**src/hw/rtl/tlfq_pkg.sv**
```systemverilog
// Shared types, constants and helpers for the three-level feedback queue scheduler.
// Used by three_level_feedback_queue_scheduler_unit; no dependencies.
package tlfq_pkg;

  // queue geometry
  localparam int MAX_JOBS  = 8;
  localparam int IDX_W     = (MAX_JOBS > 1) ? $clog2(MAX_JOBS) : 1;
  localparam int CNT_W     = $clog2(MAX_JOBS + 1);
  localparam int NUM_LVL   = 3;
  localparam int RAM_DEPTH = NUM_LVL * MAX_JOBS;
  localparam int ADDR_W    = (RAM_DEPTH > 1) ? $clog2(RAM_DEPTH) : 1;

  // field widths
  localparam int ID_W    = 3;
  localparam int RUN_W   = 8;
  localparam int ENTRY_W = RUN_W + ID_W;
  localparam int MODE_W  = 2;
  localparam int LVL_W   = 2;
  localparam int CFG_W   = 8;
  localparam int CFGI_W  = 2;

  // event codes
  localparam logic [MODE_W-1:0] MODE_ADD    = 2'd0;
  localparam logic [MODE_W-1:0] MODE_EXPIRE = 2'd1;
  localparam logic [MODE_W-1:0] MODE_DONE   = 2'd2;

  // level codes
  localparam logic [LVL_W-1:0] LVL_HIGH = 2'd0;
  localparam logic [LVL_W-1:0] LVL_MED  = 2'd1;
  localparam logic [LVL_W-1:0] LVL_LOW  = 2'd2;

  // configuration register indexes
  localparam logic [CFGI_W-1:0] REG_HIGH_LIMIT = 2'd0;
  localparam logic [CFGI_W-1:0] REG_MED_LIMIT  = 2'd1;
  localparam logic [CFGI_W-1:0] REG_LOW_TMO    = 2'd2;

  // configuration reset values
  localparam logic [CFG_W-1:0] HIGH_LIMIT_RST = 8'd2;
  localparam logic [CFG_W-1:0] MED_LIMIT_RST  = 8'd6;
  localparam logic [CFG_W-1:0] LOW_TMO_RST    = 8'd50;

  localparam logic [RUN_W-1:0] RUN_MAX = {RUN_W{1'b1}};
  localparam logic [CNT_W-1:0] CNT_FULL = CNT_W'(MAX_JOBS);

  // sequencer states
  typedef enum logic [1:0] {
    S_IDLE,
    S_APPLY,
    S_LOOKUP,
    S_EMIT
  } state_t;

  // circular index advance
  function automatic logic [IDX_W-1:0] idx_inc(input logic [IDX_W-1:0] idx);
    if (idx == IDX_W'(MAX_JOBS - 1)) begin
      return '0;
    end
    return idx + IDX_W'(1);
  endfunction

  // flat store address of one slot on one level
  function automatic logic [ADDR_W-1:0] addr_of(input logic [LVL_W-1:0] lvl,
                                               input logic [IDX_W-1:0] idx);
    return ADDR_W'(lvl) * ADDR_W'(MAX_JOBS) + ADDR_W'(idx);
  endfunction

endpackage

```
**src/hw/rtl/tlfq_ram.sv**
```systemverilog
// Generic single-write, single-read RAM with registered read data.
// No dependencies; holds the job entries of all three queues.
module tlfq_ram #(
  parameter int WIDTH = 11,
  parameter int DEPTH = 24
) (
  input  logic                                        clk,
  input  logic                                        we,
  input  logic [((DEPTH > 1) ? $clog2(DEPTH) : 1)-1:0] waddr,
  input  logic [WIDTH-1:0]                            wdata,
  input  logic [((DEPTH > 1) ? $clog2(DEPTH) : 1)-1:0] raddr,
  output logic [WIDTH-1:0]                            rdata
);

  logic [WIDTH-1:0] mem [DEPTH];

  // write port and registered read port
  always_ff @(posedge clk) begin
    if (we) begin
      mem[waddr] <= wdata;
    end
    rdata <= mem[raddr];
  end

endmodule

```
**src/hw/rtl/three_level_feedback_queue_scheduler_unit.sv**
```systemverilog
// Three-level feedback queue scheduler, top level.
// Depends on tlfq_pkg and tlfq_ram.
//
// Usage:
//  - input channel (in_valid/in_ready, mode, job_id): one event per transaction,
//    add job, quantum expiry or job done.
//  - output channel (out_valid/out_ready): exactly one result per event, giving
//    the job to run next, its level, has_job, demoted, timed_out and rejected.
//  - configuration port (cfg_we, cfg_index, cfg_data): writes the high and medium
//    run limits and the low-level timeout; write only while the block is idle.
// Sequencing: an accepted event passes through the apply, lookup and emit states,
//  as set by the registered-read job store, which is read once for the head being
//  charged, written once, then read again for the new head. No new event is taken
//  until the result of the last one has been loaded into the output register.
// The result sits in an output register, so the next event is accepted while
//  a result still waits; a stalled receiver holds the sequencer only at the
//  point where the following result would be loaded.
// Reset: all queues empty, halt flag cleared, registers back to 2, 6 and 50.
//  The job store itself is not cleared; only entries between head and tail are read.
// After a timeout the block halts: events change nothing and adds are rejected.
module three_level_feedback_queue_scheduler_unit (
  input  logic                          clk,
  input  logic                          rst,
  // event channel
  input  logic                          in_valid,
  output logic                          in_ready,
  input  logic [tlfq_pkg::MODE_W-1:0]   mode,
  input  logic [tlfq_pkg::ID_W-1:0]     job_id,
  // result channel
  output logic                          out_valid,
  input  logic                          out_ready,
  output logic [tlfq_pkg::ID_W-1:0]     next_job,
  output logic [tlfq_pkg::LVL_W-1:0]    next_level,
  output logic                          has_job,
  output logic                          demoted,
  output logic                          timed_out,
  output logic                          rejected,
  // configuration port
  input  logic                          cfg_we,
  input  logic [tlfq_pkg::CFGI_W-1:0]   cfg_index,
  input  logic [tlfq_pkg::CFG_W-1:0]    cfg_data
);

  tlfq_pkg::state_t state, state_next;

  // configuration registers
  logic [tlfq_pkg::CFG_W-1:0] high_limit, med_limit, low_tmo;

  // queue pointers and occupancy, one per level
  logic [tlfq_pkg::IDX_W-1:0] head [tlfq_pkg::NUM_LVL];
  logic [tlfq_pkg::IDX_W-1:0] tail [tlfq_pkg::NUM_LVL];
  logic [tlfq_pkg::CNT_W-1:0] cnt  [tlfq_pkg::NUM_LVL];
  logic                       halted;

  // latched event
  logic [tlfq_pkg::MODE_W-1:0] mode_q;
  logic [tlfq_pkg::ID_W-1:0]   job_q;
  logic                        dem_q, rej_q;

  // update controls
  logic [tlfq_pkg::NUM_LVL-1:0] pop, push;
  logic                         set_halt, dem_next, rej_next;

  // store ports
  logic                          ram_we;
  logic [tlfq_pkg::LVL_W-1:0]    wlvl;
  logic [tlfq_pkg::IDX_W-1:0]    widx;
  logic [tlfq_pkg::ENTRY_W-1:0]  wdata, rdata;
  logic [tlfq_pkg::ADDR_W-1:0]   waddr, raddr;

  // head selection
  logic                         any_job;
  logic [tlfq_pkg::LVL_W-1:0]   top;
  logic [tlfq_pkg::IDX_W-1:0]   head_sel;

  // charge unit
  logic [tlfq_pkg::RUN_W-1:0]   runs_inc;
  logic [tlfq_pkg::CFG_W-1:0]   limit_sel;
  logic                         over_limit, over_tmo;
  logic [tlfq_pkg::ENTRY_W-1:0] charged;

  logic out_load;
  logic ptr_ok;

  // highest non-empty level
  always_comb begin
    any_job = 1'b1;
    top     = tlfq_pkg::LVL_HIGH;
    if (cnt[0] != '0) begin
      top = tlfq_pkg::LVL_HIGH;
    end else if (cnt[1] != '0) begin
      top = tlfq_pkg::LVL_MED;
    end else if (cnt[2] != '0) begin
      top = tlfq_pkg::LVL_LOW;
    end else begin
      any_job = 1'b0;
    end
  end

  always_comb begin
    case (top)
      tlfq_pkg::LVL_HIGH: head_sel = head[0];
      tlfq_pkg::LVL_MED:  head_sel = head[1];
      tlfq_pkg::LVL_LOW:  head_sel = head[2];
      default:            head_sel = head[0];
    endcase
  end

  // the store is always read at the current head of the top level
  assign raddr = tlfq_pkg::addr_of(top, head_sel);

  tlfq_ram #(
    .WIDTH (tlfq_pkg::ENTRY_W),
    .DEPTH (tlfq_pkg::RAM_DEPTH)
  ) u_store (
    .clk   (clk),
    .we    (ram_we),
    .waddr (waddr),
    .wdata (wdata),
    .raddr (raddr),
    .rdata (rdata)
  );

  // saturating run charge and limit compare
  always_comb begin
    runs_inc = rdata[tlfq_pkg::ENTRY_W-1:tlfq_pkg::ID_W];
    if (runs_inc != tlfq_pkg::RUN_MAX) begin
      runs_inc = runs_inc + tlfq_pkg::RUN_W'(1);
    end
    limit_sel  = (top == tlfq_pkg::LVL_HIGH) ? high_limit : med_limit;
    over_limit = runs_inc >= limit_sel;
    over_tmo   = runs_inc > low_tmo;
    charged    = {runs_inc, rdata[tlfq_pkg::ID_W-1:0]};
  end

  // event decode: pops, pushes and store write
  always_comb begin
    pop      = '0;
    push     = '0;
    ram_we   = 1'b0;
    wlvl     = tlfq_pkg::LVL_HIGH;
    widx     = tail[0];
    wdata    = charged;
    set_halt = 1'b0;
    dem_next = 1'b0;
    rej_next = 1'b0;
    if (state == tlfq_pkg::S_APPLY) begin
      case (mode_q)
        tlfq_pkg::MODE_ADD: begin
          if (halted || cnt[0] == tlfq_pkg::CNT_FULL) begin
            rej_next = 1'b1;
          end else begin
            ram_we  = 1'b1;
            wdata   = {tlfq_pkg::RUN_W'(0), job_q};
            push[0] = 1'b1;
          end
        end
        tlfq_pkg::MODE_EXPIRE: begin
          if (!halted && any_job) begin
            ram_we = 1'b1;
            case (top)
              tlfq_pkg::LVL_HIGH: begin
                pop[0] = 1'b1;
                if (over_limit && cnt[1] != tlfq_pkg::CNT_FULL) begin
                  push[1]  = 1'b1;
                  dem_next = 1'b1;
                  wlvl     = tlfq_pkg::LVL_MED;
                  widx     = tail[1];
                end else begin
                  push[0] = 1'b1;
                end
              end
              tlfq_pkg::LVL_MED: begin
                pop[1] = 1'b1;
                if (over_limit && cnt[2] != tlfq_pkg::CNT_FULL) begin
                  push[2]  = 1'b1;
                  dem_next = 1'b1;
                  wlvl     = tlfq_pkg::LVL_LOW;
                  widx     = tail[2];
                end else begin
                  push[1] = 1'b1;
                  wlvl    = tlfq_pkg::LVL_MED;
                  widx    = tail[1];
                end
              end
              tlfq_pkg::LVL_LOW: begin
                wlvl = tlfq_pkg::LVL_LOW;
                if (over_tmo) begin
                  // job stays at the head with its new count
                  set_halt = 1'b1;
                  widx     = head[2];
                end else begin
                  pop[2]  = 1'b1;
                  push[2] = 1'b1;
                  widx    = tail[2];
                end
              end
              default: begin
                ram_we = 1'b0;
              end
            endcase
          end
        end
        tlfq_pkg::MODE_DONE: begin
          if (!halted && any_job) begin
            case (top)
              tlfq_pkg::LVL_HIGH: pop[0] = 1'b1;
              tlfq_pkg::LVL_MED:  pop[1] = 1'b1;
              tlfq_pkg::LVL_LOW:  pop[2] = 1'b1;
              default:            pop    = '0;
            endcase
          end
        end
        default: begin
          pop = '0;
        end
      endcase
    end
  end

  assign waddr = tlfq_pkg::addr_of(wlvl, widx);

  // sequencer
  assign in_ready = (state == tlfq_pkg::S_IDLE);
  assign out_load = (state == tlfq_pkg::S_EMIT) && (!out_valid || out_ready);

  always_comb begin
    state_next = state;
    case (state)
      tlfq_pkg::S_IDLE: begin
        if (in_valid) begin
          state_next = tlfq_pkg::S_APPLY;
        end
      end
      tlfq_pkg::S_APPLY:  state_next = tlfq_pkg::S_LOOKUP;
      tlfq_pkg::S_LOOKUP: state_next = tlfq_pkg::S_EMIT;
      tlfq_pkg::S_EMIT: begin
        if (out_load) begin
          state_next = tlfq_pkg::S_IDLE;
        end
      end
      default: state_next = tlfq_pkg::S_IDLE;
    endcase
  end

  always_ff @(posedge clk) begin
    if (rst) begin
      state <= tlfq_pkg::S_IDLE;
    end else begin
      state <= state_next;
    end
  end

  // configuration registers
  always_ff @(posedge clk) begin
    if (rst) begin
      high_limit <= tlfq_pkg::HIGH_LIMIT_RST;
      med_limit  <= tlfq_pkg::MED_LIMIT_RST;
      low_tmo    <= tlfq_pkg::LOW_TMO_RST;
    end else if (cfg_we) begin
      case (cfg_index)
        tlfq_pkg::REG_HIGH_LIMIT: high_limit <= cfg_data;
        tlfq_pkg::REG_MED_LIMIT:  med_limit  <= cfg_data;
        tlfq_pkg::REG_LOW_TMO:    low_tmo    <= cfg_data;
        default:                  high_limit <= high_limit;
      endcase
    end
  end

  // queue pointer and occupancy update
  always_ff @(posedge clk) begin
    if (rst) begin
      for (int k = 0; k < tlfq_pkg::NUM_LVL; k++) begin
        head[k] <= '0;
        tail[k] <= '0;
        cnt[k]  <= '0;
      end
      halted <= 1'b0;
    end else begin
      for (int k = 0; k < tlfq_pkg::NUM_LVL; k++) begin
        if (pop[k]) begin
          head[k] <= tlfq_pkg::idx_inc(head[k]);
        end
        if (push[k]) begin
          tail[k] <= tlfq_pkg::idx_inc(tail[k]);
        end
        if (push[k] && !pop[k]) begin
          cnt[k] <= cnt[k] + tlfq_pkg::CNT_W'(1);
        end else if (pop[k] && !push[k]) begin
          cnt[k] <= cnt[k] - tlfq_pkg::CNT_W'(1);
        end
      end
      if (set_halt) begin
        halted <= 1'b1;
      end
    end
  end

  // latched event and flags
  always_ff @(posedge clk) begin
    if (in_valid && in_ready) begin
      mode_q <= mode;
      job_q  <= job_id;
    end
    if (state == tlfq_pkg::S_APPLY) begin
      dem_q <= dem_next;
      rej_q <= rej_next;
    end
  end

  // output register
  always_ff @(posedge clk) begin
    if (rst) begin
      out_valid <= 1'b0;
    end else if (out_load) begin
      out_valid <= 1'b1;
    end else if (out_ready) begin
      out_valid <= 1'b0;
    end
  end

  always_ff @(posedge clk) begin
    if (out_load) begin
      next_job   <= any_job ? rdata[tlfq_pkg::ID_W-1:0] : '0;
      next_level <= any_job ? top : tlfq_pkg::LVL_HIGH;
      has_job    <= any_job;
      demoted    <= dem_q;
      timed_out  <= halted;
      rejected   <= rej_q;
    end
  end

  // pointer and occupancy agreement on every level
  always_comb begin
    ptr_ok = 1'b1;
    for (int k = 0; k < tlfq_pkg::NUM_LVL; k++) begin
      if ((head[k] == tail[k]) != (cnt[k] == '0 || cnt[k] == tlfq_pkg::CNT_FULL)) begin
        ptr_ok = 1'b0;
      end
    end
  end

  // checks
  a_ptr_consistent: assert property (@(posedge clk) disable iff (rst) ptr_ok)
    else $error("queue pointers disagree with occupancy");

  a_cnt_bound: assert property (@(posedge clk) disable iff (rst)
    cnt[0] <= tlfq_pkg::CNT_FULL && cnt[1] <= tlfq_pkg::CNT_FULL &&
    cnt[2] <= tlfq_pkg::CNT_FULL)
    else $error("queue occupancy beyond capacity");

  a_halt_sticky: assert property (@(posedge clk) disable iff (rst)
    $past(!rst) && $past(halted) |-> halted)
    else $error("halt flag cleared without reset");

  a_empty_result: assert property (@(posedge clk) disable iff (rst)
    out_valid && !has_job |-> next_job == '0 && next_level == tlfq_pkg::LVL_HIGH && !demoted)
    else $error("empty result carries a job");

  a_flags_exclusive: assert property (@(posedge clk) disable iff (rst)
    out_valid |-> !(demoted && rejected) && !(demoted && timed_out))
    else $error("conflicting result flags");

endmodule
```
**config.mk**
```make
export PLATFORM = sky130hd
export DESIGN_NAME = three_level_feedback_queue_scheduler_unit
export DESIGN_NICKNAME = d
export VERILOG_FILES = /design/src/hw/rtl/tlfq_pkg.sv /design/src/hw/rtl/tlfq_ram.sv /design/src/hw/rtl/three_level_feedback_queue_scheduler_unit.sv
export SDC_FILE = /design/constraint.sdc
export NUM_CORES = 1
export LEC_CHECK = 0
export BUFFER_PORTS_ARGS = -buffer_cell sky130_fd_sc_hd__buf_2
export CAP_MARGIN = 20
export CORE_MARGIN = 2
export CORE_UTILIZATION = 54
export DETAILED_ROUTE_END_ITERATION = 6
export GPL_ROUTABILITY_DRIVEN = 0
export GPL_TIMING_DRIVEN = 0
export PLACE_DENSITY = 0.7
export SYNTH_ARGS = -nofsm -noshare
export SYNTH_HDL_FRONTEND = slang
export SYNTH_SLANG_ARGS = --single-unit
```
**constraint.sdc**
```tcl
create_clock -name clk -period 13.4 [get_ports clk]
set_input_delay 0.67 -clock clk [delete_from_list [all_inputs] [get_ports clk]]
set_output_delay 0.67 -clock clk [all_outputs]
set_load 0.02 [all_outputs]
```
==> out/summary.log <==
qor: timing.finalMaxSlewViolations 0
qor: layout.layout.cells.most_common_list sky130_fd_sc_hd__edfxtp_1 (310), sky130_fd_sc_hd__nor2_1 (67), sky130_fd_sc_hd__mux4_2 (66), sky130_fd_sc_hd__nand2_1 (58), sky130_fd_sc_hd__buf_2 (43)
qor: grt.grt_start_max_net_pins 25
qor: floorplanning.initial_utilization 0.5492
qor: power.static-leakage-power 5.813 nW
qor: cts.cts_root_buffer sky130_fd_sc_hd__clkbuf_16
qor: grt.first_global_vias 8337
qor: grt.grt_usage 0.2332
qor: timing.finalCritPeriodShare 0.4664
qor: grt.antenna_violations_before_repair 1
qor: cts.post_cts_resized 0
qor: routing.detail_route.iter0.violations 896
qor: power.cellPowerDensity 203.5 mW/mm²
qor: run.cap_viol_max_count 0
qor: min_path.worst_hold_path_type primary input to register
qor: logic_synthesis.synthesis.area 0.01480 mm²
qor: layout.leading_cell_type_in_the_layout_fill_and_taps_excluded sky130_fd_sc_hd__edfxtp_1
qor: routing.vias_per_cell 6.128
qor: logic_synthesis.asyncSetResetFlopFracSynth 0
qor: logic_synthesis.synth_enable_flop_cells 310
qor: cts.cts_made_buffers 37
qor: routing.num_vias 8371
qor: grt.grt_first_pass_wirelength 49430 µm
qor: worst_setup_path.nature_of_the_critical_path_endpoint register
qor: logic_synthesis.share_of_synthesized_area_occupied_by_flip_flops_and_latches 0.6817
qor: run_status.status completed
qor: layout.finish.cell_count_without_fillers 1366
qor: timing.final-hold-violation-count 0
qor: timing.final.min_clock_period 6.249 ns
qor: floorplanning.floorplan.io_pins 31
qor: timing.timing.final.setup_violations 0
qor: layout.final_core_util 0.6192
qor: floorplanning.core 0.02695 mm²
qor: routing.remaining_drc_errors 0
qor: layout.insertedDiodeCount 0
qor: grt.gr-total-overflow 0
qor: routing.totalWireLength 32520 µm
qor: timing.upper_clock_frequency_limit 0.1600 GHz
qor: logic_synthesis.synthDistinctLibCells 61
qor: worst_setup_path.worstPathRequired 13.54 ns
qor: timing.setup-tns-final 0 ns
qor: layout.layout_cell_share_with_drive_strength_beyond_1 0.1932
qor: cts.cts.hold.buffers_added 0
qor: timing.slew_headroom 0.2712
qor: floorplanning.die-width 169.6 µm
qor: floorplanning.row_count 60
qor: power.peakVddDrop 0.1277 mV
qor: logic_synthesis.synth.avg_cell_area 16.25 µm²
qor: routing.drt.antenna.violating_nets 0
qor: logic_synthesis.synthesis.nets 975
qor: routing.detailedRoute.firstPassIterationCount 7
qor: layout.layout-area-overhead-vs-synth 12.76%
qor: worst_setup_path.class_of_the_most_critical_setup_path register to register
qor: floorplanning.fp.dieArea 0.02875 mm²
qor: timing.worst_clock_skew 0.01862 ns
qor: logic_synthesis.synth_seq_cells 349
qor: layout.nFillCells 1933
qor: worst_setup_path.crit_path_start_kind register
qor: cts.post_cts_buffers 0
qor: worst_setup_path.cp_data_arrival_time 6.39 ns
qor: cts.cts.htree.levels 2
qor: cts.clkSlewWorstSetupHoldPaths 0.06 ns
qor: timing.tightestPinTransition 1.089 ns
qor: floorplanning.die_h 169.6 µm
qor: worst_setup_path.worstPathMaxFanout 11
qor: place.place_hpwl 22230 µm
qor: logic_synthesis.synthCells 911
qor: place.placed_cells 1295
qor: cts.clkSinkCount 349
qor: logic_synthesis.yosysWarnings 0
qor: layout.net_count_of_the_finished_layout 1063
qor: cts.cts_tree done
qor: timing.setup_repair_after_global_routing_missed_its_margin false
qor: place.buffer_ports.inserted 30
qor: logic_synthesis.postSynth.topFlopCell sky130_fd_sc_hd__edfxtp_1
qor: cts.cts.path.max_buffers 3
qor: cts.clk-insertion-delay-late 0.53 ns
qor: routing.avgRoutedWirePerCell 23.80 µm
layer usage:
layer | global-route usage | vias to the layer above | part of all wire
met5 | 0 | - | 0
met4 | 0.08138 | 0 | 0.030
met3 | 0.03941 | 65 | 0.075
met2 | 0.3776 | 358 | 0.48
met1 | 0.3247 | 4204 | 0.42
li1 | - | 3744 | -
logic make-up after synthesis:
family / Yosys count / share of synthesized area
compound gates: 97 / 0.04810
xor+xnor: 11 / 0.006510
fa+ha+maj: 44 / 0.03821
buf+inv: 65 / 0.01809
flops: 349 / 0.6817
mux: 108 / 0.1290
simple gates: 237 / 0.07837
metrics by stage:
step	instance area, µm²	total power, W	hold WS [ns]	worst slack, ns
finish	16690	0.003395	0.3337	7.151
global route	16690	0.003539	0.3362	6.680
CTS	16630	0.003401	0.3316	7.084
detailed placement	15530	0.002475	0.4227	7.076
global placement	15380	0.002429	0.4011	6.635
floorplan	14800	0.002121	0.4003	8.378
critical path, cell delays in order, from the launching register on:
cell,delay (ns)
sky130_fd_sc_hd__edfxtp_1,0.44
sky130_fd_sc_hd__nor3_1,0.39
sky130_fd_sc_hd__nand2b_1,0.18
sky130_fd_sc_hd__a21oi_1,0.53
sky130_fd_sc_hd__clkbuf_1,0.49
sky130_fd_sc_hd__nand2_1,0.10
sky130_fd_sc_hd__nand2_1,0.08
sky130_fd_sc_hd__ha_1,0.21
sky130_fd_sc_hd__nand2b_1,0.14
sky130_fd_sc_hd__a2111oi_0,0.57
sky130_fd_sc_hd__o31a_1,0.31
sky130_fd_sc_hd__or2_2,0.16
sky130_fd_sc_hd__o21ai_2,0.12
sky130_fd_sc_hd__a222oi_1,0.41
sky130_fd_sc_hd__a2bb2oi_2,0.51
sky130_fd_sc_hd__nand2_1,0.33
sky130_fd_sc_hd__nor2_1,0.87
state kept, by name (all words and copies together) (netlist names), 2 cells and up:
signal	count
u_store.mem	264
cnt	12
u_store.rdata	11
head	9
tail	9
high_limit	8
low_tmo	8
med_limit	8
job_q	3
next_job	3
mode_q	2
next_level	2
state	2
area by class of cell:
type	count	area [µm²]	share of cell area
Sequential cell	349	10090	0.6046
Multi-Input combinational cell	497	4476	0.2682
Clock buffer	54	1026	0.06148
Tap cell	341	426.7	0.02557
Timing Repair Buffer	49	326.6	0.01957
Buffer	37	162.7	0.009747
Inverter	28	105.1	0.006298
Clock inverter	11	76.32	0.004573
power by group:
group | leakage, nW | switching [W] | total (W) | internal [W]
Combinational | 2.12 | 0.000640 | 0.000975 | 0.000336
Sequential | 3.16 | 0.0000444 | 0.00149 | 0.00144
Clock | 0.534 | 0.000399 | 0.000933 | 0.000534
Total | 5.81 | 0.00108 | 0.00340 | 0.00231
synthesized netlist by cell type (3+ instances only):
library cell	instances	area, µm²
sky130_fd_sc_hd__nand3b_1	3	22.52
sky130_fd_sc_hd__o2111ai_1	11	96.34
sky130_fd_sc_hd__clkbuf_1	18	67.56
sky130_fd_sc_hd__o22a_1	3	26.28
sky130_fd_sc_hd__xnor2_1	9	78.83
sky130_fd_sc_hd__o21ai_1	4	20.02
sky130_fd_sc_hd__nand3_1	25	125.1
sky130_fd_sc_hd__and3_1	3	18.77
sky130_fd_sc_hd__nor2_1	68	255.2
sky130_fd_sc_hd__mux2i_1	40	400.4
sky130_fd_sc_hd__o22ai_1	4	25.02
sky130_fd_sc_hd__edfxtp_1	310	9309
sky130_fd_sc_hd__o21a_1	6	45.04
sky130_fd_sc_hd__nand2_1	58	217.7
sky130_fd_sc_hd__nor3b_1	4	30.03
sky130_fd_sc_hd__and2_1	26	162.7
sky130_fd_sc_hd__buf_1	4	15.01
sky130_fd_sc_hd__nand2b_1	7	43.79
sky130_fd_sc_hd__a21oi_1	13	65.06
sky130_fd_sc_hd__a211oi_1	7	52.55
sky130_fd_sc_hd__mux4_2	66	1486
sky130_fd_sc_hd__nor2b_1	7	43.79
sky130_fd_sc_hd__dfxtp_1	39	780.8
sky130_fd_sc_hd__a21o_1	3	22.52
sky130_fd_sc_hd__or3_1	4	25.02
sky130_fd_sc_hd__a22oi_1	11	82.58
sky130_fd_sc_hd__o21ai_0	13	65.06
sky130_fd_sc_hd__nor3_1	15	75.07
sky130_fd_sc_hd__or2_2	3	18.77
sky130_fd_sc_hd__buf_2	13	65.06
sky130_fd_sc_hd__nand4_1	5	31.28
sky130_fd_sc_hd__ha_1	42	525.5
sky130_fd_sc_hd__inv_1	28	105.1
path summary, 6_finish.rpt:
| kind | from | endpoint | slack (ns) | cells past startpoint |
|---|---|---|---|---|
| setup / recovery | cnt[0][0] | u_store.mem[14][6] | 7.15 | 16 |
| hold / removal | job_id[2] | job_q[2] | 0.33 | 1 |
| setup reg to reg | cnt[0][0] | u_store.mem[14][6] | 7.15 | 16 |
| hold reg to reg | rej_q | rejected | 0.43 | 0 |
Note: power is estimated with default switching activity, not from simulation.
